File: src/rtl/lsqm_pkg.sv
// ----------------------------------------------------------------------------
// Range multilateration package
// Sizes, codes and the word types shared by the multilateration modules.
// ----------------------------------------------------------------------------
`default_nettype none

package lsqm_pkg;

	localparam int MAX_LANDMARKS = 16;
	localparam int CNT_W = $clog2(MAX_LANDMARKS + 1);
	localparam int IDX_W = $clog2(MAX_LANDMARKS);
	localparam int SW = 40;
	localparam int TW = 58;
	localparam int WW = 128;
	localparam int WCNT_W = $clog2(WW);

	typedef enum logic [1:0] {
		ST_OK       = 2'd0,
		ST_FEW      = 2'd1,
		ST_SINGULAR = 2'd2,
		ST_DROPPED  = 2'd3
	} lsqm_status_t;

	typedef enum logic [2:0] {
		B_IDLE,
		B_RD,
		B_ROW,
		B_WSTART,
		B_WWAIT,
		B_DSTART,
		B_DWAIT,
		B_OUT
	} lsqm_bstate_t;

	typedef enum logic {
		W_MUL,
		W_DIV
	} lsqm_wop_t;

	typedef struct packed {
		logic      start;
		lsqm_wop_t op;
	} lsqm_wcmd_t;

	typedef struct packed {
		logic busy;
		logic done;
	} lsqm_wstat_t;

	typedef struct packed {
		logic signed [15:0] x;
		logic signed [15:0] y;
		logic [15:0]        r;
		logic               last;
		logic               store_en;
		logic [IDX_W-1:0]   idx;
		logic [CNT_W-1:0]   used;
		logic               ovf;
	} lsqm_job_t;

endpackage

`default_nettype wire

File: src/rtl/lsqm_fifo.sv
// ----------------------------------------------------------------------------
// Job queue
// Two-entry queue of job words between the front end and the solver.
// ----------------------------------------------------------------------------
`default_nettype none

module lsqm_fifo import lsqm_pkg::*; (
	input  wire logic      clk,
	input  wire logic      arst_n,
	input  wire logic      wr_en,
	input  wire lsqm_job_t wr_data,
	output logic           full,
	input  wire logic      rd_en,
	output lsqm_job_t      rd_data,
	output logic           valid
);

	lsqm_job_t  slot_q [2];
	logic       wr_ptr_q;
	logic       rd_ptr_q;
	logic [1:0] cnt_q;

	assign full = (cnt_q == 2'd2);
	assign valid = (cnt_q != 2'd0);
	assign rd_data = slot_q[rd_ptr_q];

	always_ff @(posedge clk or negedge arst_n) begin
		if (!arst_n) begin
			wr_ptr_q <= 1'b0;
			rd_ptr_q <= 1'b0;
			cnt_q <= 2'd0;
		end else begin
			if (wr_en) begin
				wr_ptr_q <= ~wr_ptr_q;
			end
			if (rd_en) begin
				rd_ptr_q <= ~rd_ptr_q;
			end
			cnt_q <= cnt_q + 2'(wr_en) - 2'(rd_en);
		end
	end

	always_ff @(posedge clk) begin
		if (wr_en) begin
			slot_q[wr_ptr_q] <= wr_data;
		end
	end

endmodule

`default_nettype wire

File: config.mk
export PLATFORM = sky130hd
export DESIGN_NAME = lsqm_fifo
export DESIGN_NICKNAME = d
export VERILOG_FILES = /design/src/rtl/lsqm_pkg.sv /design/src/rtl/lsqm_fifo.sv
export SDC_FILE = /design/constraint.sdc
export NUM_CORES = 1
export LEC_CHECK = 0
export BUFFER_PORTS_ARGS = -buffer_cell sky130_fd_sc_hd__buf_4
export CAP_MARGIN = 20
export CORE_ASPECT_RATIO = 1.5
export CORE_MARGIN = 2
export CORE_UTILIZATION = 33
export DETAILED_ROUTE_END_ITERATION = 10
export GPL_ROUTABILITY_DRIVEN = 0
export HOLD_SLACK_MARGIN = 0.1
export PLACE_DENSITY = 0.5
export SETUP_SLACK_MARGIN = 0.1
export SLEW_MARGIN = 5
export SYNTH_ARGS = -nofsm -noshare
export SYNTH_HDL_FRONTEND = slang
export SYNTH_SLANG_ARGS = --single-unit
File: constraint.sdc
create_clock -name clk -period 4.5 [get_ports clk]
set_input_delay 0.9 -clock clk [delete_from_list [all_inputs] [get_ports clk]]
set_output_delay 0.9 -clock clk [all_outputs]
set_load 0.005 [all_outputs]
=== After elaboration in Yosys (flattened, before gate mapping) ===
Memory sizes are Yosys's and may differ from the RTL's.
Index checks and enable logic that the tools add are counted.

* Word-level logic and storage cells: 12
* Output and inout bits: 62
* Flip-flop bits (word level): 4
* Memory bits (writable): 120
* Memories kept: 1
* Bits of input ports: 64

{| class="wikitable"
|+ Memories
! name !! depth !! width !! read ports !! clocked after Yosys merged registers in !! wr ports !! RTL line !! source
|-
| slot_q || 2 || 60 || 1 || 0 || 1 || lsqm_fifo.sv:18 || <nowiki>lsqm_job_t slot_q [2];</nowiki>
|}

* Add/sub/neg operators: 2
* Equality and inequality tests: 1
* Bitwise operators: 2
* Reduce and logical (&&, ||, !) cells: 1
* Muxes and demuxes: 2

{| class="wikitable"
|+ Operators with widths
! operator !! number
|-
| $add A2 B1 Y2 || 1
|-
| $eq A2 B2 Y1 const B || 1
|-
| $mux W1 || 2
|-
| $not A1 Y1 || 2
|-
| $reduce_bool A2 Y1 || 1
|-
| $sub A2 B1 Y2 || 1
|}

=== Logic depth before layout (Yosys ltp) ===
* Word-level depth: 2
* Gate-level depth with buffers: 5

=== Worst setup path after synthesis ===
No wires, ideal clock.

* Path kind: input-to-reg
* Start: input port wr_en
* End: memory slot_q[0][0] (netlist name) (enable)
* Setup time: 0.485 ns
* Arrival time: 3.544 ns
* Required time: 4.015 ns
* Setup slack: 0.471 ns
* Cell stages on the path: 1
* Cell sequence: nor2b_1

* Longest elaborated chain between the ends: 2

{| class="wikitable"
|+ RTL lines
! what !! RTL line !! source
|-
| start, declared || lsqm_fifo.sv:10 || <nowiki>input wire logic wr_en,</nowiki>
|-
| $mux W1 || lsqm_fifo.sv:44 || <nowiki>if (wr_en) begin</nowiki>
|-
| $mux W1 (implied by the code) || lsqm_fifo.sv:45 || <nowiki>slot_q[wr_ptr_q] <= wr_data;</nowiki>
|-
| end, declared || lsqm_fifo.sv:18 ||
|}

No other way between the ends.

==> reports/results.txt <==
Status - finished, final reports clean
Slew Limit Fails - 0
Area of the core - 14,460 um^2
Die span in x - 102.8 um
Rows - 54
Power, Total - 4.029 mW
Dpl ws - 1.808 ns
Reg area - 3707 um^2
Relative slew slack - 42.54%
Combinational power share - 28.3%
IO Pins - 126
CP required - 3.60 ns
Post-route cell area - 6437 um^2
Switching part of the total - 25.00%
Synth Flop Type - edfxtp_1
Starting DRT DRC Count - 73
Pint - 3.022 mW
Dpl cell area - 5919 um^2
Hold Path Class - in2async
Skew final - 0.006796 ns
Mapped Area - 4831 um^2
Net count reported at finish - 408
Total GRT Usage - 12.10%
Placed cell count - 519
HPWL after DPL - 5971 um
Root Driver - clkbuf_16
Setup TNS - 0 ns
Die area - 15,640 um^2
Crit-path cells - buf_4, mux2_4, buf_4
H-tree levels - 4
TritonCTS Buffers - 17
Sequential share of power - 42.0%
Via density - 4.202
Syn avg cell area - 23.92 um^2
Post-synth EDFFs - 120
Post-synthesis sequential area ratio - 76.66%
Max_cap viols - 0
Clk sink count - 124
Cell variety after synth - 13
Clock tree buffer depth - 2
Layout cell share with drive strength beyond 1 - 61.30%
Post-synth top cells - 120 x edfxtp_1, 59 x mux2_4, 6 x buf_12, 4 x dfrtp_1
F_max - 324.4 MHz
Final Setup Violations - 0
PortBufs - 125
WL/cell - 16.37 um
Antenna-violating nets left - 0
GRT overflow - 0
Final hold vios - 0
Leading area contributor after synthesis - edfxtp_1
Clock transition at path regs - 0.05 ns
Yosys reg bits - 124
Hold slack - 0.2816 ns
Max stage delay on crit path - 0.86 ns
Final worst setup slack - 1.418 ns
NetSw - 1.007 mW
Synth warn - 0
Final wirelength - 9002 um
Leak pwr - 2.593 nW
Unrepaired setup endpoints after global routing - false
Resized Gates After CTS - 0
Worst path slowest cell - dfrtp_4
Synth Instances - 202
DR DRC count - 0
N_diodes - 0
Crit path DAT - 2.18 ns
Count leader, synth - edfxtp_1
Setup CP Type - reg2out
Die H - 152.2 um
Crit start category - register
Non-Filler Instances - 550
CTS tree - done
Vias in the first global route - 2,456
Clock group share of total power - 29.6%
Mapped Nets - 268
Initial Util - 33.41%
Largest net degree at the start of global routing - 61
Layout area overhead - 33.26%
CP Max Fanout - 35
Tmin final - 3.082 ns
Via count - 2,311
Postcts setup bufs - 0
Critical Path Sink Type - primary output
Transition time of the tightest slew-check pin - 0.8618 ns
Largest cells by area after synthesis - edfxtp_1 75%, mux2_4 18%, buf_12 2.5%
Critical Path Most Common Cell - buf_4
Peak supply drop - 374.6 uV
PwrDens - 625.9 nW/um^2
Final core utilization - 44.52%
First-pass GRT wire length - 13,440 um
Period utilisation layout - 68.49%
Drt first pass iters - 4
Hold Buf Count CTS - 0
Initial antenna violation count - 0
Ys async rst share - 3.226%
Multi-input gate area - 998.5 um^2
Share of the synthesized area in the top cell type - 74.59%
Filler cells - 1,312
Clock latency on the worst-skew pair - 0.40 ns
==> metal layers <==
layer / routed length (um) / track usage (%)
met1: 3070 / 12.06
met2: 5226 / 21.85
met3: 540 / 4.587
met5: 0 / 0
met4: 165 / 5.075
==> critical path, delay by kind of cell (launching register included) <==
family	cells	cell delay, ns
flops	1	0.86
buf+inv	2	0.55
mux	1	0.33
==> power groups by stage <==
| stage | Sequential [mW] | Clock, mW | Combinational [mW] |
|---|---|---|---|
| after floorplan | 1.62 | 0 | 0.838 |
| after global placement | 1.72 | 0 | 1.16 |
| after detailed placement | 1.73 | 0 | 1.17 |
| after CTS | 1.70 | 1.23 | 1.17 |
| after global routing | 1.72 | 1.29 | 1.24 |
| final | 1.69 | 1.19 | 1.14 |
==> layout make-up <==
class                   count  area share (%)
clock buffers              22           6.900
clock inverters             9           1.147
inverters                   2          0.1166
multi-input cells          69           15.51
flip-flops and latches    124           57.59
well taps                 196           3.810
repair buffers            128           14.93
==> state kept, by name, summed over array words and instances (netlist names) <==
name      cells
slot_q      120
cnt_q         2
rd_ptr_q      1
wr_ptr_q      1
==> path summary, 6_finish.rpt <==
check / start / cells past startpoint / endpoint / slack (ns)
setup / recovery: rd_ptr_q / 3 / rd_data[52] / 1.42
hold / removal: arst_n / 1 / cnt_q[0] / 0.28
setup reg to reg: wr_ptr_q / 2 / slot_q[0][0] / 2.54
hold reg to reg: wr_ptr_q / 1 / wr_ptr_q / 0.56
max in group asynchronous: arst_n / 1 / rd_ptr_q / 4.10
min in group clk: wr_ptr_q / 1 / wr_ptr_q / 0.56
==> layout by cell type, fill, tap and decap left out, drive strengths merged <==
cell / n
ha: 2
edfxtp: 120
xor3: 1
clkinv: 6
clkbuf: 22
inv: 2
dfrtp: 4
mux2: 60
or2: 1
bufinv: 1
xor2: 2
clkinvlp: 2
nor2b: 2
and2: 1
buf: 128
==> logic make-up (layout without fill, tap and decap cells) <==
kind of cell             count (synthesis)  count (layout)  synth area share [%]
adder cells (fa/ha/maj)                  2               2                0.5179
XOR/XNOR                                 3               3                0.8547
multiplexers                            60              60                 18.57
AND/OR/NAND/NOR                          4               4                0.5181
buffers and inverters                    9             161                 2.875
flip-flops                             124             124                 76.66
Power figures use the tool's default switching activity.
