### src/rtl/lsqm_pkg.sv
// ----------------------------------------------------------------------------
// Range multilateration package
// Sizes, codes and the word types shared by the multilateration modules.
// ----------------------------------------------------------------------------
`default_nettype none

package lsqm_pkg;

	localparam int MAX_LANDMARKS = 16;
	localparam int CNT_W = $clog2(MAX_LANDMARKS + 1);
	localparam int IDX_W = $clog2(MAX_LANDMARKS);
	localparam int SW = 40;
	localparam int TW = 58;
	localparam int WW = 128;
	localparam int WCNT_W = $clog2(WW);

	typedef enum logic [1:0] {
		ST_OK       = 2'd0,
		ST_FEW      = 2'd1,
		ST_SINGULAR = 2'd2,
		ST_DROPPED  = 2'd3
	} lsqm_status_t;

	typedef enum logic [2:0] {
		B_IDLE,
		B_RD,
		B_ROW,
		B_WSTART,
		B_WWAIT,
		B_DSTART,
		B_DWAIT,
		B_OUT
	} lsqm_bstate_t;

	typedef enum logic {
		W_MUL,
		W_DIV
	} lsqm_wop_t;

	typedef struct packed {
		logic      start;
		lsqm_wop_t op;
	} lsqm_wcmd_t;

	typedef struct packed {
		logic busy;
		logic done;
	} lsqm_wstat_t;

	typedef struct packed {
		logic signed [15:0] x;
		logic signed [15:0] y;
		logic [15:0]        r;
		logic               last;
		logic               store_en;
		logic [IDX_W-1:0]   idx;
		logic [CNT_W-1:0]   used;
		logic               ovf;
	} lsqm_job_t;

endpackage

`default_nettype wire

### src/rtl/lsqm_front.sv
// ----------------------------------------------------------------------------
// Multilateration front end
// Accepts landmark words, assigns store slots, tracks the fill count and the
// dropped-entry flag, and queues one job word per landmark.
// ----------------------------------------------------------------------------
`default_nettype none

module lsqm_front import lsqm_pkg::*; (
	input  wire logic        clk,
	input  wire logic        arst_n,
	input  wire logic        push,
	output logic             full,
	input  wire logic [15:0] map_x,
	input  wire logic [15:0] map_y,
	input  wire logic [15:0] range_mm,
	input  wire logic        last,
	output logic             job_wr,
	output lsqm_job_t        job,
	input  wire logic        q_full
);

	logic [CNT_W-1:0] fill_q;
	logic             ovf_q;
	logic             store_en;

	always_comb begin
		store_en = (fill_q < CNT_W'(MAX_LANDMARKS));
		job.x = map_x;
		job.y = map_y;
		job.r = range_mm;
		job.last = last;
		job.store_en = store_en;
		job.idx = fill_q[IDX_W-1:0];
		job.used = store_en ? (fill_q + CNT_W'(1)) : fill_q;
		job.ovf = ovf_q | ~store_en;
	end

	assign full = q_full;
	assign job_wr = push & ~q_full;

	always_ff @(posedge clk or negedge arst_n) begin
		if (!arst_n) begin
			fill_q <= '0;
			ovf_q <= 1'b0;
		end else if (job_wr) begin
			if (last) begin
				fill_q <= '0;
				ovf_q <= 1'b0;
			end else begin
				fill_q <= job.used;
				ovf_q <= job.ovf;
			end
		end
	end

endmodule

`default_nettype wire

### config.mk
export PLATFORM = sky130hd
export DESIGN_NAME = lsqm_front
export DESIGN_NICKNAME = d
export VERILOG_FILES = /design/src/rtl/lsqm_pkg.sv /design/src/rtl/lsqm_front.sv
export SDC_FILE = /design/constraint.sdc
export NUM_CORES = 1
export LEC_CHECK = 0
export ABC_CLOCK_PERIOD_IN_PS = 1600
export BUFFER_PORTS_ARGS = -buffer_cell sky130_fd_sc_hd__buf_2
export CORE_ASPECT_RATIO = 0.5
export CORE_MARGIN = 2
export CORE_UTILIZATION = 30
export CTS_CLUSTER_DIAMETER = 30
export DETAILED_ROUTE_END_ITERATION = 6
export PLACE_DENSITY = 0.85
export SKIP_LAST_GASP = 1
export SYNTH_ARGS = -nofsm -noshare
export SYNTH_HDL_FRONTEND = slang
export SYNTH_SLANG_ARGS = --single-unit
### constraint.sdc
create_clock -name clk -period 1.6 [get_ports clk]
set_clock_uncertainty 0.15 [all_clocks]
set_input_delay 0.32 -clock clk [delete_from_list [all_inputs] [get_ports clk]]
set_output_delay 0.32 -clock clk [all_outputs]
set_load 0.01 [all_outputs]
## After elaboration in Yosys (flattened, before gate mapping)

Cells that the tools add are included.

- Flip-flop bits (word level): 6
- Bits of input ports: 53
- Output and inout bits: 62

- Add/sub/neg operators: 1
- $lt $le $gt $ge: 1
- Multiplexer cells: 3
- Bitwise gates (word level): 4

Operators with widths:

| operator | number |
|---|---|
| $mux 5 | 2 |
| $add 5x1->5 const B | 1 |
| $lt 5x5->1 const B | 1 |
| $not 1->1 | 2 |
| $and 1x1->1 | 1 |
| $mux 1 | 1 |
| $or 1x1->1 | 1 |

## Logic depth before layout (Yosys ltp)

Gate-level depths: netlist of run 1.

- Word-level depth: 4
- Depth in mapped cells: 4
- Gate-level depth less buffers: 4

## Least setup slack after synthesis of run 1

OpenSTA, ideal clock, no wires.

- Kind: reg2out
- Start point: register fill_q[0]
- End point: output job[2] (netlist name)
- Arrival time: 1.022 ns
- Slack: 0.108 ns
- Cell stages (with the launch flop): 3
- Cells stage by stage: dfrtp_1 ha_1 mux2_4

RTL lines:

| what | RTL line | text |
|---|---|---|
| start: declaration | lsqm_front.sv:22 | `logic [CNT_W-1:0] fill_q;` |
| start signal: assignment | lsqm_front.sv:50 | `fill_q <= job.used;` |
| end: declaration | lsqm_front.sv:18 | `output lsqm_job_t job,` |

==> metrics.md, run 1 <==
| Metric | Value |
|---|---|
| Routed vias | `401` |
| Crit Path Category | `flip-flop to output port` |
| Startpoint types | `flip-flop` |
| Syn. warnings | `0` |
| Worst r2r src | `fill_q[0]$_DFFE_PN0P_` |
| PD cells | `around 1000 mW/mm2` |
| Global routing usage summed across all routing layers | `between 8 and 9%` |
| Status | `complete, but fails checks` |
| CTS HTree Levels | `1` |
| Clock root buffer | `clkbuf_8` |
| Hold_ws | `approximately 0.27 ns` |
| Fin. max-slew vios | `0` |
| DR WL/cell | `between 15 and 20 um` |
| Synth cell types | `22` |
| Failing checks | `setup timing` |
| Fill cell count | `273` |
| Die height | `between 40 and 50 um` |
| PnR worst setup slack | `-0.173 ns` |
| Most area-hungry cell type in the Yosys netlist | `buf_4` |
| DIE AREA | `between 0.003 and 0.004 mm2` |
| Register area share after synthesis | `18.9%` |
| # Max-Cap Violations | `0` |
| CTS Buffer Depth | `2` |
| HP Class | `primary input to flip-flop` |
| Vias in the first global route | `388` |
| Final hold vios | `0` |
| Largest net degree at the start of global routing | `10` |
| Ys async rst share | `100%` |
| Gpl congestion | `approximately 0.76` |
| Reg2reg setup slack | `around 0.18 ns` |
| Slew Limit Headroom | `between 80% and 90%` |
| Final min period | `roughly 1.8 ns` |
| Crit path arrival time | `1.30 ns` |
| Synthesized area | `approximately 800 um2` |
| Core ar. | `0.00255 mm2` |
| Most common cell in the netlist | `buf_4` |
| I/O Pins | `between 100 and 150` |
| Drt first-iter violations | `30` |
| CP required | `around 1.1 ns` |
| CTS Sinks | `6` |
| Number of enable flip-flop cells after synthesis | `0` |
| TritonCTS clock tree | `done` |
| Clock slew at reported path FFs | `0.04 ns` |
| VDD IR max | `216 uV` |
| Row cnt | `13` |
| Syn Area/Cell | `8.84 um2` |
| Actual slew at the worst max-slew pin | `0.288 ns` |
| Crit path from | `fill_q[0]$_DFFE_PN0P_` |
| DRC Markers | `0` |
| Min-delay src | `q_full` |
| Final worst-path cycle share | `111%` |
| Router iterations before antenna repair | `4` |
| Area Growth Syn to Fin | `-23.4%` |
| Layout cell share with drive strength beyond 1 | `between 50% and 60%` |
| DRT Wirelength | `about 1.6 mm` |
| N_diodes | `0` |
| Initial antenna violation count | `0` |
| First-pass GRT wire length | `between 2 and 2.5 mm` |
| Synth Net Count | `about 140` |
| Hold Path Depth | `3` |
| #FFs+latches synth | `6` |
| CP max FO | `2` |
| Starting Density | `roughly 31%` |
| CP endpoint kind | `output port` |
| Post-route ant nets | `0` |
| Final setup vio count | `4` |
| Ys flop type | `dfrtp_1` |
| Fin Setup TNS | `-0.409 ns` |
| Worst-Skew Late Latency | `0.22 ns` |
| Synth area leaders | `buf_4, dfrtp_1, xnor2_1, nand4b_4, a22o_1` |
| Hpwl dp | `~1.2 mm` |
| Top-area cell type share of the netlist area | `between 50 and 60%` |
| Num CTS Buffers | `3` |
| GRT overflow | `0` |
| Leakage | `around 0.31 nW` |
| Top cells by count, synth | `buf_4, dfrtp_1, nand2_1, xnor2_1` |
| Die W | `~77 um` |
| R2R depth | `3` |
| Gate Count Post-Synth | `90` |
| Mean number of vias per cell | `around 4.3` |
| Final net count | `around 110` |
| RSZ-0062 raised after global routing | `yes` |
| FMAX | `approximately 0.56 GHz` |
| Number of port buffers | `18` |
-- flip-flops by register name, indices dropped and copies added (netlist names) --
register	count
fill_q	5
ovf_q	1
-- routing by layer --
layer  GRT usage [%]  share of wire [%]
met1            7.01                 29
met2            15.6                 50
met3            6.76                 17
met4            8.64                3.9
met5               0                  0
-- worst paths after layout --
check                                        end
hold / removal             fill_q[0]$_DFFE_PN0P_
min in group asynchronous  fill_q[0]$_DFFE_PN0P_
setup / recovery                          job[2]
setup reg to reg           fill_q[1]$_DFFE_PN0P_
hold reg to reg                ovf_q$_DFFE_PN0P_
max in group asynchronous  fill_q[4]$_DFFE_PN0P_
-- placed cells by master, fill, tap and decap left out, drive strengths merged --
cell	n
dlygate4sd3	1
mux2	1
inv	2
a22o	2
nand4b	1
dfrtp	6
a221o	1
nor3	1
nand2	3
a21boi	2
o21ai	1
or3b	1
clkbuf	3
nor2	1
and2b	2
nand2b	2
or2	1
buf	20
o31ai	1
ha	1
nand3	1
xnor2	3
-- logic make-up after synthesis --
| logic type | Yosys count | synth area share, % |
|---|---|---|
| multiplexers | 1 | 1.89 |
| AND/OR/NAND/NOR | 13 | 12.7 |
| flip-flops | 6 | 18.9 |
| XOR/XNOR | 3 | 3.30 |
| AO/OA/AOI/OAI | 7 | 6.92 |
| buffers and inverters | 59 | 54.7 |
| adder cells (fa/ha/maj) | 1 | 1.57 |
-- per-stage QoR --
stage	worst slack (ns)	std cells	cell area, um2	util (%)	power, W
3_3_place_gp	0.0853	90	519	20.3	0.000348
3_5_place_dp	0.0538	90	519	20.3	0.000353
5_1_grt	-0.187	94	609	23.9	0.000651
4_1_cts	-0.162	94	588	23.0	0.000604
6_report	-0.173	94	609	23.9	0.000621
2_1_floorplan	0.108	90	796	-	0.000425
-- final cells by class --
cell class              instances  area [um2]  area share (%)
repair buffers                 21         125            20.5
clock buffers                   3        41.3            6.78
inverters                       2        7.51            1.23
well taps                      37        46.3            7.60
multi-input cells              25         238            39.0
flip-flops and latches          6         151            24.8
-- critical path, cell delays in order, from the launching register on --
cell and delay [ns]:
dfrtp_1 0.42, ha_4 0.26, mux2_4 0.28, buf_6 0.12
-- power by group --
part / switching, W / total, W / internal [W]
combinational: 0.0000887 / 0.000196 / 0.000107
clock: 0.0000660 / 0.000228 / 0.000162
sequential: 0.0000290 / 0.000197 / 0.000168
total: 0.000184 / 0.000621 / 0.000437
-- repair_timing --
item / in CTS / in global routing
hold buffers: 1 / 0
resized for setup: 4 / 3
endpoints found under the hold margin: 6 / 0
endpoints found under the setup margin: 4 / 5
pin swaps: 2 / 1
setup buffers: 1 / 0
No activity file was read; power rests on OpenSTA's default activity.
==> run 2: changes to the inputs <==
--- a/config.mk
+++ b/config.mk
@@ -8,7 +8,6 @@
 export ABC_CLOCK_PERIOD_IN_PS = 1600
 export BUFFER_PORTS_ARGS = -buffer_cell sky130_fd_sc_hd__buf_2
 export CORE_ASPECT_RATIO = 0.5
-export CORE_MARGIN = 2
 export CORE_UTILIZATION = 30
 export CTS_CLUSTER_DIAMETER = 30
 export DETAILED_ROUTE_END_ITERATION = 6
==> run 2 against run 1 <==
The run still ends with setup timing left. Flip-flop and latch count stayed put. Critical path depth stayed put. Non-clock buffer count stayed put. Via count is 2.5% lower. Routed wire length is 5.6% lower. Utilization is 0.98 points higher. Sequential power is 4% lower. First-iteration DRC count is 50% lower. Clock power hardly changed. Critical path type unchanged. Largest power group unchanged.
==> metrics.md, run 2 (synthesized netlist as in run 1, its figures left out) <==
| Metric | Value |
|---|---|
| CP required | `1.13 ns (about the same)` |
| Global routing usage summed across all routing layers | `9.74% (+0.82 points)` |
| DRC Markers | `0 (unchanged)` |
| DIE AREA | `0.00288 mm2 (-7.4%)` |
| Commonest non-fill, non-tap cells in the layout | `buf_2, dfrtp_1, nand2_1, clkbuf_8` |
| DRT Wirelength | `1.48 mm (-5.6%)` |
| Mean number of vias per cell | `4.25 (-0.37%)` |
| Most common cell after layout, fill and taps aside | `buf_2` |
| Die height | `38.4 um (-4.9%)` |
| Largest register FFs | `5 (unchanged)` |
| # Max-Cap Violations | `0 (unchanged)` |
| Final setup vio count | `4 (unchanged)` |
| Failing checks | `setup timing` |
| Slew Limit Headroom | `81.3% (+0.53 points)` |
| Final net count | `113 (unchanged)` |
| Drt first-iter violations | `15 (-50%)` |
| Layout cell share with drive strength beyond 1 | `57.9% (-1.8 points)` |
| HP Class | `primary input to flip-flop` |
| GRT overflow | `0 (unchanged)` |
| Fill cell count | `262 (-4.0%)` |
| N_diodes | `0 (unchanged)` |
| Leakage | `0.302 nW (-2.4%)` |
| Setup bufs post-CTS | `0 (-1)` |
| Fin. max-slew vios | `0 (unchanged)` |
| Pre-CTS setup slack | `0.0779 ns (+0.0242 ns)` |
| Worst-Skew Late Latency | `0.23 ns (about the same)` |
| FMAX | `0.573 GHz (+1.6%)` |
| Routed vias | `391 (-2.5%)` |
| I/O Pins | `115 (unchanged)` |
| Final min period | `1.74 ns (-0.0287 ns)` |
| RSZ-0062 raised after global routing | `yes` |
| CTS HTree Levels | `1 (unchanged)` |
| Num CTS Buffers | `3 (unchanged)` |
| Core ar. | `0.00236 mm2 (-7.7%)` |
| Crit Path Category | `flip-flop to output port` |
| Actual slew at the worst max-slew pin | `0.280 ns (-0.00798 ns)` |
| DR WL/cell | `16.1 um (-3.5%)` |
| Status | `complete, but fails checks` |
| Row cnt | `12 (-1)` |
| CTS Sinks | `6 (unchanged)` |
| CTS Buffer Depth | `2 (unchanged)` |
| Fin Setup TNS | `-0.337 ns (+0.0714 ns)` |
| Top reg by flops | `fill_q` |
| PnR worst setup slack | `-0.144 ns (+0.0287 ns)` |
| Starting Density | `33.8% (+2.6 points)` |
| First-pass GRT wire length | `1.95 mm (-4.1%)` |
| Crit path arrival time | `1.27 ns (-0.03 ns)` |
| CP endpoint kind | `output port` |
| Clock root buffer | `clkbuf_8` |
| PD cells | `1030 mW/mm2 (+1.1%)` |
| Startpoint types | `flip-flop` |
| Final hold vios | `0 (unchanged)` |
| Router iterations before antenna repair | `2 (-2)` |
| Largest net degree at the start of global routing | `10 (unchanged)` |
| Final worst-path cycle share | `109% (-1.8 points)` |
| Die W | `74.8 um (-2.6%)` |
| Clock slew at reported path FFs | `0.03 ns (about the same)` |
| Reg2reg setup slack | `0.21 ns (+0.03 ns)` |
| VDD IR max | `245 uV (+14%)` |
| TritonCTS clock tree | `done` |
| Gpl congestion | `0.827 (+9.1%)` |
| Post-route ant nets | `0 (unchanged)` |
| Area Growth Syn to Fin | `-26.4%` |
| Number of port buffers | `18 (unchanged)` |
| Vias in the first global route | `371 (-4.4%)` |
| CP max FO | `2 (unchanged)` |
| Initial antenna violation count | `0 (unchanged)` |
| Largest regs | `fill_q x5, ovf_q x1` |
==> run 2: what timing repair did <==
action                                  CTS  global route
endpoints found under the setup margin    4             5
cloned                                    0             0
endpoints found under the hold margin     6             0
resized for setup                         2             2
hold buffers                              1             0
==> run 2: final timing paths <==
kind | cells after the start | from | end
min reg2reg | 2 | ovf_q$_DFFE_PN0P_ | ovf_q$_DFFE_PN0P_
max in group asynchronous | 2 | arst_n | fill_q[4]$_DFFE_PN0P_
min | 3 | q_full | fill_q[0]$_DFFE_PN0P_
max | 3 | fill_q[0]$_DFFE_PN0P_ | job[2]
min in group asynchronous | 2 | arst_n | fill_q[3]$_DFFE_PN0P_
max reg2reg | 3 | fill_q[0]$_DFFE_PN0P_ | fill_q[1]$_DFFE_PN0P_
==> run 2: critical path, stage by stage, from the launching register on <==
cell and delay (ns):
dfrtp_1 0.37, ha_2 0.27, mux2_4 0.28, buf_6 0.12
==> run 2: stage by stage <==
step	instances	area, um2	hold WS [ns]	util, %	total power, W
2_1_floorplan	90	796	-0.126	-	0.000425
4_1_cts	92	576	0.297	24.4	0.000599
3_3_place_gp	88	517	-0.00215	21.9	0.000347
3_5_place_dp	88	517	0.00672	21.9	0.000353
5_1_grt	92	586	0.316	24.8	0.000629
6_report	92	586	0.295	24.8	0.000603
==> run 2: layout make-up <==
cell class	count	area [um2]	share of cell area [%]
inverter	2	7.51	1.28
timing repair buffer	21	121	20.7
clock buffer	3	41.3	7.05
tap	35	43.8	7.48
sequential	6	151	25.9
multi-input combinational	25	220	37.6
==> run 2: per-layer routing <==
metal  GRT usage [%]  vias up  wire length, um
met4            8.96        0               42
met5               0        -                0
met3            7.89        9              270
met2            15.8       29              698
li1                -      166                -
met1            7.62      187              465
==> run 2: where the power goes <==
| part | switching (W) | internal (W) |
|---|---|---|
| Clock | 0.0000673 | 0.000162 |
| Sequential | 0.0000206 | 0.000168 |
| Combinational | 0.0000886 | 0.0000963 |
| Total | 0.000176 | 0.000426 |
